[src/hdl/scf_pkg.sv]
// ----------------------------------------------------------------------------
// scf_pkg: shared types and constants of the strip cluster finder
// Field widths, configuration register indexes, result and queue entry
// formats, and the good-hit rule.
// ----------------------------------------------------------------------------
package scf_pkg;

  localparam int unsigned LAYERS     = 4;
  localparam int unsigned LAYER_W    = 2;
  localparam int unsigned STRIP_W    = 10;
  localparam int unsigned ADC_W      = 12;
  localparam int unsigned COUNT_W    = 11;
  localparam int unsigned CHARGE_W   = 22;
  localparam int unsigned CFG_IDX_W  = 3;
  localparam int unsigned CFG_DATA_W = 22;
  localparam int unsigned QDEPTH     = 4;
  localparam int unsigned QPTR_W     = 2;
  localparam int unsigned QCNT_W     = 3;

  localparam logic [COUNT_W-1:0]  COUNT_MAX   = '1;
  localparam logic [CHARGE_W-1:0] CHARGE_MAX  = '1;
  localparam logic [COUNT_W-1:0]  GOOD_STRIPS = COUNT_W'(2);
  localparam logic [COUNT_W-1:0]  ONE_STRIP   = COUNT_W'(1);

  // configuration register indexes
  localparam logic [CFG_IDX_W-1:0] REG_THR0 = 3'd0;
  localparam logic [CFG_IDX_W-1:0] REG_THR1 = 3'd1;
  localparam logic [CFG_IDX_W-1:0] REG_THR2 = 3'd2;
  localparam logic [CFG_IDX_W-1:0] REG_THR3 = 3'd3;
  localparam logic [CFG_IDX_W-1:0] REG_MIP  = 3'd4;

  typedef struct packed {
    logic [LAYER_W-1:0]  cluster_layer;
    logic [STRIP_W-1:0]  first_strip;
    logic [COUNT_W-1:0]  strip_count;
    logic [CHARGE_W-1:0] charge_sum;
    logic                good_hit;
    logic                last_of_run;
  } result_t;

  // one queue entry holds every result of one input beat
  typedef struct packed {
    logic    vld_b;
    logic    vld_a;
    result_t res_a;
    result_t res_b;
  } job_t;

  typedef struct packed {
    logic full;
    logic empty;
  } qstat_t;

  function automatic logic good_hit(input logic [COUNT_W-1:0]  cnt,
                                    input logic [CHARGE_W-1:0] chg,
                                    input logic [CHARGE_W-1:0] mip);
    return (cnt <= GOOD_STRIPS) && (chg <= mip);
  endfunction

endpackage

[src/hdl/scf_in_if.sv]
// ----------------------------------------------------------------------------
// scf_in_if: strip hit channel
// One beat carries one hit strip.
// ----------------------------------------------------------------------------
interface scf_in_if import scf_pkg::*; ();
  logic                valid;
  logic                ready;
  logic [LAYER_W-1:0]  layer_index;
  logic [STRIP_W-1:0]  strip_number;
  logic [ADC_W-1:0]    adc_value;
  logic                last_in_layer;

  modport source (output valid, layer_index, strip_number, adc_value, last_in_layer,
                  input ready);
  modport sink   (input valid, layer_index, strip_number, adc_value, last_in_layer,
                  output ready);
endinterface

[src/hdl/scf_out_if.sv]
// ----------------------------------------------------------------------------
// scf_out_if: cluster result channel
// One beat carries one finished cluster.
// ----------------------------------------------------------------------------
interface scf_out_if import scf_pkg::*; ();
  logic                valid;
  logic                ready;
  logic [LAYER_W-1:0]  cluster_layer;
  logic [STRIP_W-1:0]  first_strip;
  logic [COUNT_W-1:0]  strip_count;
  logic [CHARGE_W-1:0] charge_sum;
  logic                good_hit;
  logic                last_of_run;

  modport source (output valid, cluster_layer, first_strip, strip_count, charge_sum,
                  good_hit, last_of_run, input ready);
  modport sink   (input valid, cluster_layer, first_strip, strip_count, charge_sum,
                  good_hit, last_of_run, output ready);
endinterface

[src/hdl/scf_cfg_if.sv]
// ----------------------------------------------------------------------------
// scf_cfg_if: configuration write channel
// One beat writes one register.
// ----------------------------------------------------------------------------
interface scf_cfg_if import scf_pkg::*; ();
  logic                  valid;
  logic                  ready;
  logic [CFG_IDX_W-1:0]  index;
  logic [CFG_DATA_W-1:0] data;

  modport source (output valid, index, data, input ready);
  modport sink   (input valid, index, data, output ready);
endinterface

[src/hdl/scf_front.sv]
// ----------------------------------------------------------------------------
// scf_front: strip classifier and cluster builder
// Holds the configuration registers and the open cluster, classifies each
// strip beat and pushes the clusters it closes into the result queue.
// ----------------------------------------------------------------------------
module scf_front import scf_pkg::*; (
  input  logic       clk_i,
  input  logic       rst_ni,
  scf_in_if.sink     in_i,
  scf_cfg_if.sink    cfg_i,
  input  qstat_t     qstat_i,
  output logic       push_o,
  output job_t       job_o
);

  logic [ADC_W-1:0]    thr_q [LAYERS];
  logic [CHARGE_W-1:0] mip_q;

  logic                open_q, open_d;
  logic [LAYER_W-1:0]  layer_q, layer_d;
  logic [STRIP_W-1:0]  start_q, start_d;
  logic [STRIP_W-1:0]  prev_q, prev_d;
  logic [COUNT_W-1:0]  cnt_q, cnt_d;
  logic [CHARGE_W-1:0] chg_q, chg_d;

  logic                accept, layer_ok, above, adjacent, extend, emit_a, emit_b, open_mid;
  logic [COUNT_W-1:0]  cnt_inc;
  logic [CHARGE_W:0]   chg_sum;
  logic [CHARGE_W-1:0] chg_sat;

  assign cfg_i.ready = 1'b1;
  assign in_i.ready  = !qstat_i.full;
  assign accept      = in_i.valid && in_i.ready;

  always_ff @(posedge clk_i or negedge rst_ni) begin
    if (!rst_ni) begin
      for (int i = 0; i < LAYERS; i++) begin
        thr_q[i] <= '0;
      end
      mip_q <= CHARGE_MAX;
    end else if (cfg_i.valid) begin
      unique case (cfg_i.index)
        REG_THR0: thr_q[0] <= cfg_i.data[ADC_W-1:0];
        REG_THR1: thr_q[1] <= cfg_i.data[ADC_W-1:0];
        REG_THR2: thr_q[2] <= cfg_i.data[ADC_W-1:0];
        REG_THR3: thr_q[3] <= cfg_i.data[ADC_W-1:0];
        REG_MIP:  mip_q    <= cfg_i.data;
        default: ;
      endcase
    end
  end

  always_comb begin
    layer_ok = {1'b0, in_i.layer_index} < (LAYER_W+1)'(LAYERS);
    above    = in_i.adc_value >= thr_q[in_i.layer_index];
    // no wrap: the carry bit keeps the top strip from matching strip zero
    adjacent = ({1'b0, prev_q} + (STRIP_W+1)'(1)) == {1'b0, in_i.strip_number};
    extend   = open_q && above && (layer_q == in_i.layer_index) && adjacent;
    emit_a   = open_q && !extend;
    open_mid = extend || above;
    emit_b   = in_i.last_in_layer && open_mid;

    cnt_inc  = (cnt_q == COUNT_MAX) ? cnt_q : cnt_q + ONE_STRIP;
    chg_sum  = {1'b0, chg_q} + (CHARGE_W+1)'(in_i.adc_value);
    chg_sat  = chg_sum[CHARGE_W] ? CHARGE_MAX : chg_sum[CHARGE_W-1:0];

    layer_d = layer_q;
    start_d = start_q;
    prev_d  = prev_q;
    cnt_d   = cnt_q;
    chg_d   = chg_q;
    if (extend) begin
      prev_d = in_i.strip_number;
      cnt_d  = cnt_inc;
      chg_d  = chg_sat;
    end else if (above) begin
      layer_d = in_i.layer_index;
      start_d = in_i.strip_number;
      prev_d  = in_i.strip_number;
      cnt_d   = ONE_STRIP;
      chg_d   = CHARGE_W'(in_i.adc_value);
    end
    open_d = open_mid && !in_i.last_in_layer;
  end

  always_comb begin
    job_o.vld_a               = emit_a;
    job_o.vld_b               = emit_b;
    job_o.res_a.cluster_layer = layer_q;
    job_o.res_a.first_strip   = start_q;
    job_o.res_a.strip_count   = cnt_q;
    job_o.res_a.charge_sum    = chg_q;
    job_o.res_a.good_hit      = good_hit(cnt_q, chg_q, mip_q);
    job_o.res_a.last_of_run   = !emit_b;
    job_o.res_b.cluster_layer = layer_d;
    job_o.res_b.first_strip   = start_d;
    job_o.res_b.strip_count   = cnt_d;
    job_o.res_b.charge_sum    = chg_d;
    job_o.res_b.good_hit      = good_hit(cnt_d, chg_d, mip_q);
    job_o.res_b.last_of_run   = 1'b1;
    push_o = accept && layer_ok && (emit_a || emit_b);
  end

  always_ff @(posedge clk_i or negedge rst_ni) begin
    if (!rst_ni) begin
      open_q  <= 1'b0;
      layer_q <= '0;
      start_q <= '0;
      prev_q  <= '0;
      cnt_q   <= '0;
      chg_q   <= '0;
    end else if (accept && layer_ok) begin
      open_q  <= open_d;
      layer_q <= layer_d;
      start_q <= start_d;
      prev_q  <= prev_d;
      cnt_q   <= cnt_d;
      chg_q   <= chg_d;
    end
  end

endmodule

[src/hdl/scf_queue.sv]
// ----------------------------------------------------------------------------
// scf_queue: result queue
// Short register FIFO between the cluster builder and the output sequencer.
// ----------------------------------------------------------------------------
module scf_queue import scf_pkg::*; (
  input  logic   clk_i,
  input  logic   rst_ni,
  input  logic   push_i,
  input  job_t   job_i,
  input  logic   pop_i,
  output job_t   head_o,
  output qstat_t qstat_o
);

  job_t              mem_q [QDEPTH];
  logic [QPTR_W-1:0] wr_q, rd_q;
  logic [QCNT_W-1:0] cnt_q;
  logic              do_push, do_pop;

  assign qstat_o.full  = cnt_q == QCNT_W'(QDEPTH);
  assign qstat_o.empty = cnt_q == '0;
  assign do_push       = push_i && !qstat_o.full;
  assign do_pop        = pop_i && !qstat_o.empty;
  assign head_o        = mem_q[rd_q];

  always_ff @(posedge clk_i) begin
    if (do_push) begin
      mem_q[wr_q] <= job_i;
    end
  end

  always_ff @(posedge clk_i or negedge rst_ni) begin
    if (!rst_ni) begin
      wr_q  <= '0;
      rd_q  <= '0;
      cnt_q <= '0;
    end else begin
      if (do_push) wr_q <= wr_q + QPTR_W'(1);
      if (do_pop)  rd_q <= rd_q + QPTR_W'(1);
      if (do_push && !do_pop) begin
        cnt_q <= cnt_q + QCNT_W'(1);
      end else if (do_pop && !do_push) begin
        cnt_q <= cnt_q - QCNT_W'(1);
      end
    end
  end

endmodule

[src/hdl/scf_back.sv]
// ----------------------------------------------------------------------------
// scf_back: output sequencer
// Sends the one or two clusters of each queue entry as separate beats.
// ----------------------------------------------------------------------------
module scf_back import scf_pkg::*; (
  input  logic   clk_i,
  input  logic   rst_ni,
  input  job_t   head_i,
  input  qstat_t qstat_i,
  output logic   pop_o,
  scf_out_if.source out_o
);

  logic    second_q, second_d;
  logic    sel_b, fire;
  result_t res;

  always_comb begin
    sel_b    = second_q || !head_i.vld_a;
    res      = sel_b ? head_i.res_b : head_i.res_a;
    fire     = out_o.valid && out_o.ready;
    second_d = second_q;
    pop_o    = 1'b0;
    if (fire) begin
      // hold the entry for its second cluster
      if (!sel_b && head_i.vld_b) begin
        second_d = 1'b1;
      end else begin
        second_d = 1'b0;
        pop_o    = 1'b1;
      end
    end
  end

  assign out_o.valid         = !qstat_i.empty;
  assign out_o.cluster_layer = res.cluster_layer;
  assign out_o.first_strip   = res.first_strip;
  assign out_o.strip_count   = res.strip_count;
  assign out_o.charge_sum    = res.charge_sum;
  assign out_o.good_hit      = res.good_hit;
  assign out_o.last_of_run   = res.last_of_run;

  always_ff @(posedge clk_i or negedge rst_ni) begin
    if (!rst_ni) begin
      second_q <= 1'b0;
    end else begin
      second_q <= second_d;
    end
  end

endmodule

[src/hdl/strip_cluster_finder.sv]
// A closed cluster is queued with the strip beat that closes it, then offered on out_o.
// Throughput: one strip beat per cycle while the queue is not full; a beat that closes two
//   clusters leaves as two output beats, and the four-entry result queue absorbs that.
// Input stalls only when the result queue is full.
// Reset: no open cluster, queue empty, thresholds 0, MIP limit at full scale.
// ----------------------------------------------------------------------------
// strip_cluster_finder: threshold clustering of silicon strip hits
// Builds clusters of adjacent above-threshold strips per layer and reports
// first strip, strip count, saturating charge and a good-hit flag.
// ----------------------------------------------------------------------------
module strip_cluster_finder import scf_pkg::*; (
  input  logic      clk_i,
  input  logic      rst_ni,
  scf_in_if.sink    in_i,
  scf_cfg_if.sink   cfg_i,
  scf_out_if.source out_o
);

  logic   push, pop;
  job_t   job, head;
  qstat_t qstat;

  scf_front u_front (
    .clk_i   (clk_i),
    .rst_ni  (rst_ni),
    .in_i    (in_i),
    .cfg_i   (cfg_i),
    .qstat_i (qstat),
    .push_o  (push),
    .job_o   (job)
  );

  scf_queue u_queue (
    .clk_i   (clk_i),
    .rst_ni  (rst_ni),
    .push_i  (push),
    .job_i   (job),
    .pop_i   (pop),
    .head_o  (head),
    .qstat_o (qstat)
  );

  scf_back u_back (
    .clk_i   (clk_i),
    .rst_ni  (rst_ni),
    .head_i  (head),
    .qstat_i (qstat),
    .pop_o   (pop),
    .out_o   (out_o)
  );

endmodule

[src/flat_wrapper.sv]
// flat-port wrapper written by rule: the top's interface ports become plain ports
module strip_cluster_finder_flat import scf_pkg::*;
  (clk_i, rst_ni, in_i_valid, in_i_layer_index, in_i_strip_number, in_i_adc_value, in_i_last_in_layer, in_i_ready, cfg_i_valid, cfg_i_index, cfg_i_data, cfg_i_ready, out_o_valid, out_o_cluster_layer, out_o_first_strip, out_o_strip_count, out_o_charge_sum, out_o_good_hit, out_o_last_of_run, out_o_ready);
  scf_in_if in_i_i ();
  scf_cfg_if cfg_i_i ();
  scf_out_if out_o_i ();
  input  logic clk_i;
  input  logic rst_ni;
  input wire logic [$bits(in_i_i.valid)-1:0] in_i_valid;
  input wire logic [$bits(in_i_i.layer_index)-1:0] in_i_layer_index;
  input wire logic [$bits(in_i_i.strip_number)-1:0] in_i_strip_number;
  input wire logic [$bits(in_i_i.adc_value)-1:0] in_i_adc_value;
  input wire logic [$bits(in_i_i.last_in_layer)-1:0] in_i_last_in_layer;
  output wire logic [$bits(in_i_i.ready)-1:0] in_i_ready;
  input wire logic [$bits(cfg_i_i.valid)-1:0] cfg_i_valid;
  input wire logic [$bits(cfg_i_i.index)-1:0] cfg_i_index;
  input wire logic [$bits(cfg_i_i.data)-1:0] cfg_i_data;
  output wire logic [$bits(cfg_i_i.ready)-1:0] cfg_i_ready;
  output wire logic [$bits(out_o_i.valid)-1:0] out_o_valid;
  output wire logic [$bits(out_o_i.cluster_layer)-1:0] out_o_cluster_layer;
  output wire logic [$bits(out_o_i.first_strip)-1:0] out_o_first_strip;
  output wire logic [$bits(out_o_i.strip_count)-1:0] out_o_strip_count;
  output wire logic [$bits(out_o_i.charge_sum)-1:0] out_o_charge_sum;
  output wire logic [$bits(out_o_i.good_hit)-1:0] out_o_good_hit;
  output wire logic [$bits(out_o_i.last_of_run)-1:0] out_o_last_of_run;
  input wire logic [$bits(out_o_i.ready)-1:0] out_o_ready;
  assign in_i_i.valid = in_i_valid;
  assign in_i_i.layer_index = in_i_layer_index;
  assign in_i_i.strip_number = in_i_strip_number;
  assign in_i_i.adc_value = in_i_adc_value;
  assign in_i_i.last_in_layer = in_i_last_in_layer;
  assign in_i_ready = in_i_i.ready;
  assign cfg_i_i.valid = cfg_i_valid;
  assign cfg_i_i.index = cfg_i_index;
  assign cfg_i_i.data = cfg_i_data;
  assign cfg_i_ready = cfg_i_i.ready;
  assign out_o_valid = out_o_i.valid;
  assign out_o_cluster_layer = out_o_i.cluster_layer;
  assign out_o_first_strip = out_o_i.first_strip;
  assign out_o_strip_count = out_o_i.strip_count;
  assign out_o_charge_sum = out_o_i.charge_sum;
  assign out_o_good_hit = out_o_i.good_hit;
  assign out_o_last_of_run = out_o_i.last_of_run;
  assign out_o_i.ready = out_o_ready;
  strip_cluster_finder u_core (.clk_i(clk_i), .rst_ni(rst_ni), .in_i(in_i_i), .cfg_i(cfg_i_i), .out_o(out_o_i));
endmodule
[config.mk]
export PLATFORM = sky130hd
export DESIGN_NAME = strip_cluster_finder_flat
export DESIGN_NICKNAME = d
export VERILOG_FILES = /design/src/hdl/scf_pkg.sv /design/src/hdl/scf_in_if.sv /design/src/hdl/scf_out_if.sv /design/src/hdl/scf_cfg_if.sv /design/src/hdl/scf_front.sv /design/src/hdl/scf_queue.sv /design/src/hdl/scf_back.sv /design/src/hdl/strip_cluster_finder.sv /design/src/flat_wrapper.sv
export SDC_FILE = /design/constraint.sdc
export NUM_CORES = 1
export LEC_CHECK = 0
export ABC_CLOCK_PERIOD_IN_PS = 7200
export BUFFER_PORTS_ARGS = -buffer_cell sky130_fd_sc_hd__clkbuf_2
export CAP_MARGIN = 20
export CORE_MARGIN = 2
export CORE_UTILIZATION = 62
export DETAILED_ROUTE_END_ITERATION = 16
export MAX_ROUTING_LAYER = met4
export PLACE_DENSITY_LB_ADDON = 0.15
export SYNTH_ARGS = -nofsm -noshare
export SYNTH_HDL_FRONTEND = slang
export SYNTH_HIERARCHICAL = 1
export SYNTH_SLANG_ARGS = --single-unit
[constraint.sdc]
create_clock -name clk_i -period 7.2 [get_ports clk_i]
set_clock_uncertainty 0.2 [all_clocks]
set_input_delay 1.44 -clock clk_i [delete_from_list [all_inputs] [get_ports clk_i]]
set_output_delay 1.44 -clock clk_i [all_outputs]
set_load 0.005 [all_outputs]
==> metrics.md <==
| Metric | Value |
|---|---|
| Slew @ Worst Pin | `between 0.9 and 1 ns` |
| CTS tree | `done` |
| Largest net degree at the start of global routing | `71` |
| Starting density of the core | `between 60% and 70%` |
| Total power of the final layout | `roughly 10000 uW` |
| Final Hold Viols | `0` |
| Via count of the first global-routing pass | `around 14000` |
| Clock insertion delay at the later pin of the skew report | `0.59 ns` |
| Cells taking the most area after synthesis | `edfxtp_1 (49%), dfrtp_1 (12%), mux4_2 (10%)` |
| Number of setup violations in the final report | `0` |
| Ratio of final minimum period to clock period | `91.8%` |
| H-tree levels | `2` |
| Peak supply drop | `between 0.2 and 0.3 mV` |
| NumNets Final | `1750` |
| Post-Place Cell Area | `0.0248 sq mm` |
| Result of the run | `finished clean` |
| Synthesized instance count | `around 1500` |
| Most repeated cell in the gate-level netlist after synthesis | `edfxtp_1` |
| Layout Cell Area excl Fill | `0.0265 sq mm` |
| Cell area after synthesis | `about 0.024 sq mm` |
| Slew Limit Headroom | `between 30% and 40%` |
| Internal portion of total power | `between 7000 and 8000 uW` |
| Die Outline Area | `a little under 0.04 sq mm` |
| Largest area contributor in the netlist | `edfxtp_1` |
| Fraction of final layout cells sized beyond drive strength 1 | `between 30% and 40%` |
| Part of the power in registers | `a little over two fifths` |
| Main combinational cell family by area after synthesis | `multiplexers` |
| Worst path max stage delay | `between 0.5 and 0.6 ns` |
| F_max | `roughly 150 MHz` |
| Wire length of the first global-routing pass | `79.6 mm` |
| Post-synthesis mux area share | `16.8%` |
| First-iteration detailed-routing DRC count | `~1000` |
| Type of the setup path with the least slack | `in -> reg` |
| Hold_buf cts | `0` |
| Number of pins exceeding their max-slew limit in the final report | `0` |
| Number of violations of the max-capacitance limit | `0` |
| Clk slew on worst S/H paths | `roughly 0.06 ns` |
| Area added between synthesis and finish | `12.2%` |
| Via-to-Cell Ratio | `6.23` |
| Part of the total power dissipated in the clock network | `about a quarter` |
| Tightest Hold Check Type | `reg -> reg` |
| Critical path capture point type | `flop` |
| Yosys cell types | `73` |
| Post-CTS setup-driven buffer insertion count | `0` |
| Unrepaired setup endpoints after global routing | `no` |
| Num CTS Buffers | `between 50 and 60` |
| Routed Wire Length | `a little over 50 mm` |
| Die Span Y | `about 200 um` |
| I/O pin count | `105` |
| Worst path required time | `roughly 7.3 ns` |
| Core ar. | `0.0376 sq mm` |
| Clock Tree Root | `clkbuf_16` |
| Sw frac | `between 30% and 40%` |
| Pwr per Cell Area | `384 mW/mm^2` |
| Buffering stage count on the worst path with inverters included | `4` |
| Leak | `around 0.010 uW` |
| Count of vias placed by the detailed router | `roughly 14000` |
| Dominant register cell in the synthesized netlist | `edfxtp_1` |
| Compound-cell area share of the yosys netlist | `under 10%` |
| Number of detailed-route iterations in the first pass | `5` |
| Simple-gate share of the synthesized area | `under 10%` |
| Worst setup SP type | `primary input` |
| Warnings from Yosys | `6` |
| Number of antenna violations at the first check in global routing | `3` |
| Avg Cell Area, Syn | `between 15 and 20 sq um` |
| Critical path arrival | `~6.7 ns` |
| Most common cell type on the critical path | `a21oi_1` |
| Die width | `around 200 um` |
| Port-buffer cells | `a little over 100` |
| Total routing usage reported by global routing | `between 20% and 30%` |
| Fraction of synthesized cell area in xor and xnor cells | `around 1.2%` |
| Count of cells resized by post-cts repair | `0` |
| Number of enable flip-flop cells after synthesis | `~380` |
| Wire per inst | `between 20 and 25 um` |
| List of most frequent post-synthesis cells | `edfxtp_1 (384), dfrtp_1 (112), nand2_1 (111)` |
| Power spent charging and discharging nets | `~3200 uW` |
| Library cell contributing the largest single delay on the critical path | `a21o_1` |
| Remaining global-route overflow | `0` |
| Arithmetic-cell share of the synthesized area counting full adders, half adders and majority gates | `roughly 4.2%` |
| Crit Path Max Fanout | `19` |
| Sink count of the clock tree | `518` |
| Number of cells in the design after placement | `between 2000 and 2500` |
| Std cell rows | `71` |
| RePlAce Congestion | `0.889` |
| Post-route setup TNS | `0 ns` |
| Minimum hold slack | `~0.28 ns` |
| Crit path cell chain | `clkbuf_2 > buf_12 > mux4_2 > inv_1 > ha_1 > a21oi_1 > nand2_1 > a31oi_1 > a21o_1 > a21oi_1 > a311oi_1 > buf_4 > ha_1 > a21oi_1 > nor2_1 > a211oi_1 > o21ai_0 > a2111oi_0 > nor2_1 > a2111oi_0 > nor4bb_1` |
| Kind of cell with the highest combined delay on the critical path | `compound AO/OA/AOI/OAI gates` |
| Cell Count, Final, Fillers Out | `about 2200` |
| Post-DRT Antenna Nets | `0` |
| Period minus WS final | `about 6.6 ns` |
| Comb pwr share | `between 30% and 40%` |
| Flip-flop and latch count after synthesis | `between 500 and 600` |
| Sequential share of the synthesized area | `a little over three fifths` |
| Maximum buffer depth of the clock tree | `3` |
| Residual DRC | `0` |
| Share of the synthesized area in the top cell type | `between 40 and 50%` |
| Synth async-reset ratio | `25.9%` |
| Final HPWL DP | `between 30 and 40 mm` |
-- metal layers --
layer  global-route usage [%]  wire length (um)  part of all wire, %  vias up
li1                         -                 -                    -     6048
met1                     38.0             21700                   43     6954
met2                     43.5             24900                   49      466
met3                     3.98              3080                  6.0       81
met4                     9.26              1230                  2.4        0
met5                        -                 0                    0        -
-- power groups by stage --
stage	Clock, uW	Combinational (uW)	Sequential, uW
6_report	2630	3290	4250
5_1_grt	2790	3590	4310
4_1_cts	2670	3320	4250
3_5_place_dp	0	3300	4310
3_3_place_gp	0	3250	4280
2_1_floorplan	0	2490	4110
-- metrics by stage --
step	util (%)	setup slack (ns)
global route	70.4	0.0221
finish	70.4	0.590
CTS	70.4	0.706
floorplan	-	0.229
global placement	66.0	0.408
detailed placement	66.0	0.124
-- state kept, by name (all words and copies together) (netlist names) --
signal                  flops
u_core/u_queue/mem_q      384
u_core/u_queue/wr_q         2
u_core/u_front/cnt_q       11
u_core/u_queue/rd_q         2
u_core/u_front/prev_q      10
u_core/u_front/chg_q       22
u_core/u_front/mip_q       22
u_core/u_queue/cnt_q        3
u_core/u_front/thr_q       48
u_core/u_front/start_q     10
u_core/u_back/second_q      1
u_core/u_front/open_q       1
u_core/u_front/layer_q      2
-- worst register-to-register path: cells and delay by family, from the launching register on --
kind                       cells  cell delay (ns)
muxes                          1             0.47
and+or+nand+nor                3             0.74
adders and majority gates      2             0.46
buffers and inverters          2             0.24
DFF                            1             0.38
AOI/OAI and AO/OA             11             3.04
-- logic make-up after synthesis --
kind of cell,after synthesis
buffers and inverters,133
muxes,233
adders and majority gates,78
AOI/OAI and AO/OA,233
DFF,518
and+or+nand+nor,263
xor gates and xnor gates,32
other,1
-- cells in the final DEF, fill, tap and decap left out, types with 24 or more instances in the layout --
master,instances
clkbuf_16,52
ha_1,76
mux2_2,93
buf_4,40
a21oi_1,53
xnor2_1,24
edfxtp_1,384
nor2_1,34
nand2_1,111
mux2_4,30
o21ai_0,76
clkbuf_2,102
inv_1,55
mux4_2,108
dfrtp_1,110
-- path summary, 6_finish.rpt --
check                                        startpoint                          to  depth (start not counted)  slack, ns
worst max-delay path                in_i_layer_index[0]  u_core/u_queue/mem_q[0][1]                         21       0.59
worst min-delay path            u_core/u_queue/cnt_q[2]     u_core/u_queue/cnt_q[2]                          1       0.28
worst max register to register  u_core/u_front/thr_q[2]  u_core/u_queue/mem_q[0][1]                         19       1.41
worst min register to register  u_core/u_queue/cnt_q[2]     u_core/u_queue/cnt_q[2]                          1       0.28
max in group asynchronous                        rst_ni     u_core/u_front/chg_q[5]                          2       4.81
min in group asynchronous                        rst_ni   u_core/u_front/start_q[7]                          1       0.64
-- cell type report --
cell class | instances | area [sq um]
Fill cell | 2470 | 11100
Inverter | 55 | 206
Clock inverter | 34 | 290
Multi-Input combinational cell | 841 | 8060
Antenna cell | 3 | 7.51
Clock buffer | 62 | 1380
Timing Repair Buffer | 150 | 962
Tap cell | 511 | 639
Sequential cell | 518 | 14900
Power figures use the tool's default switching activity.
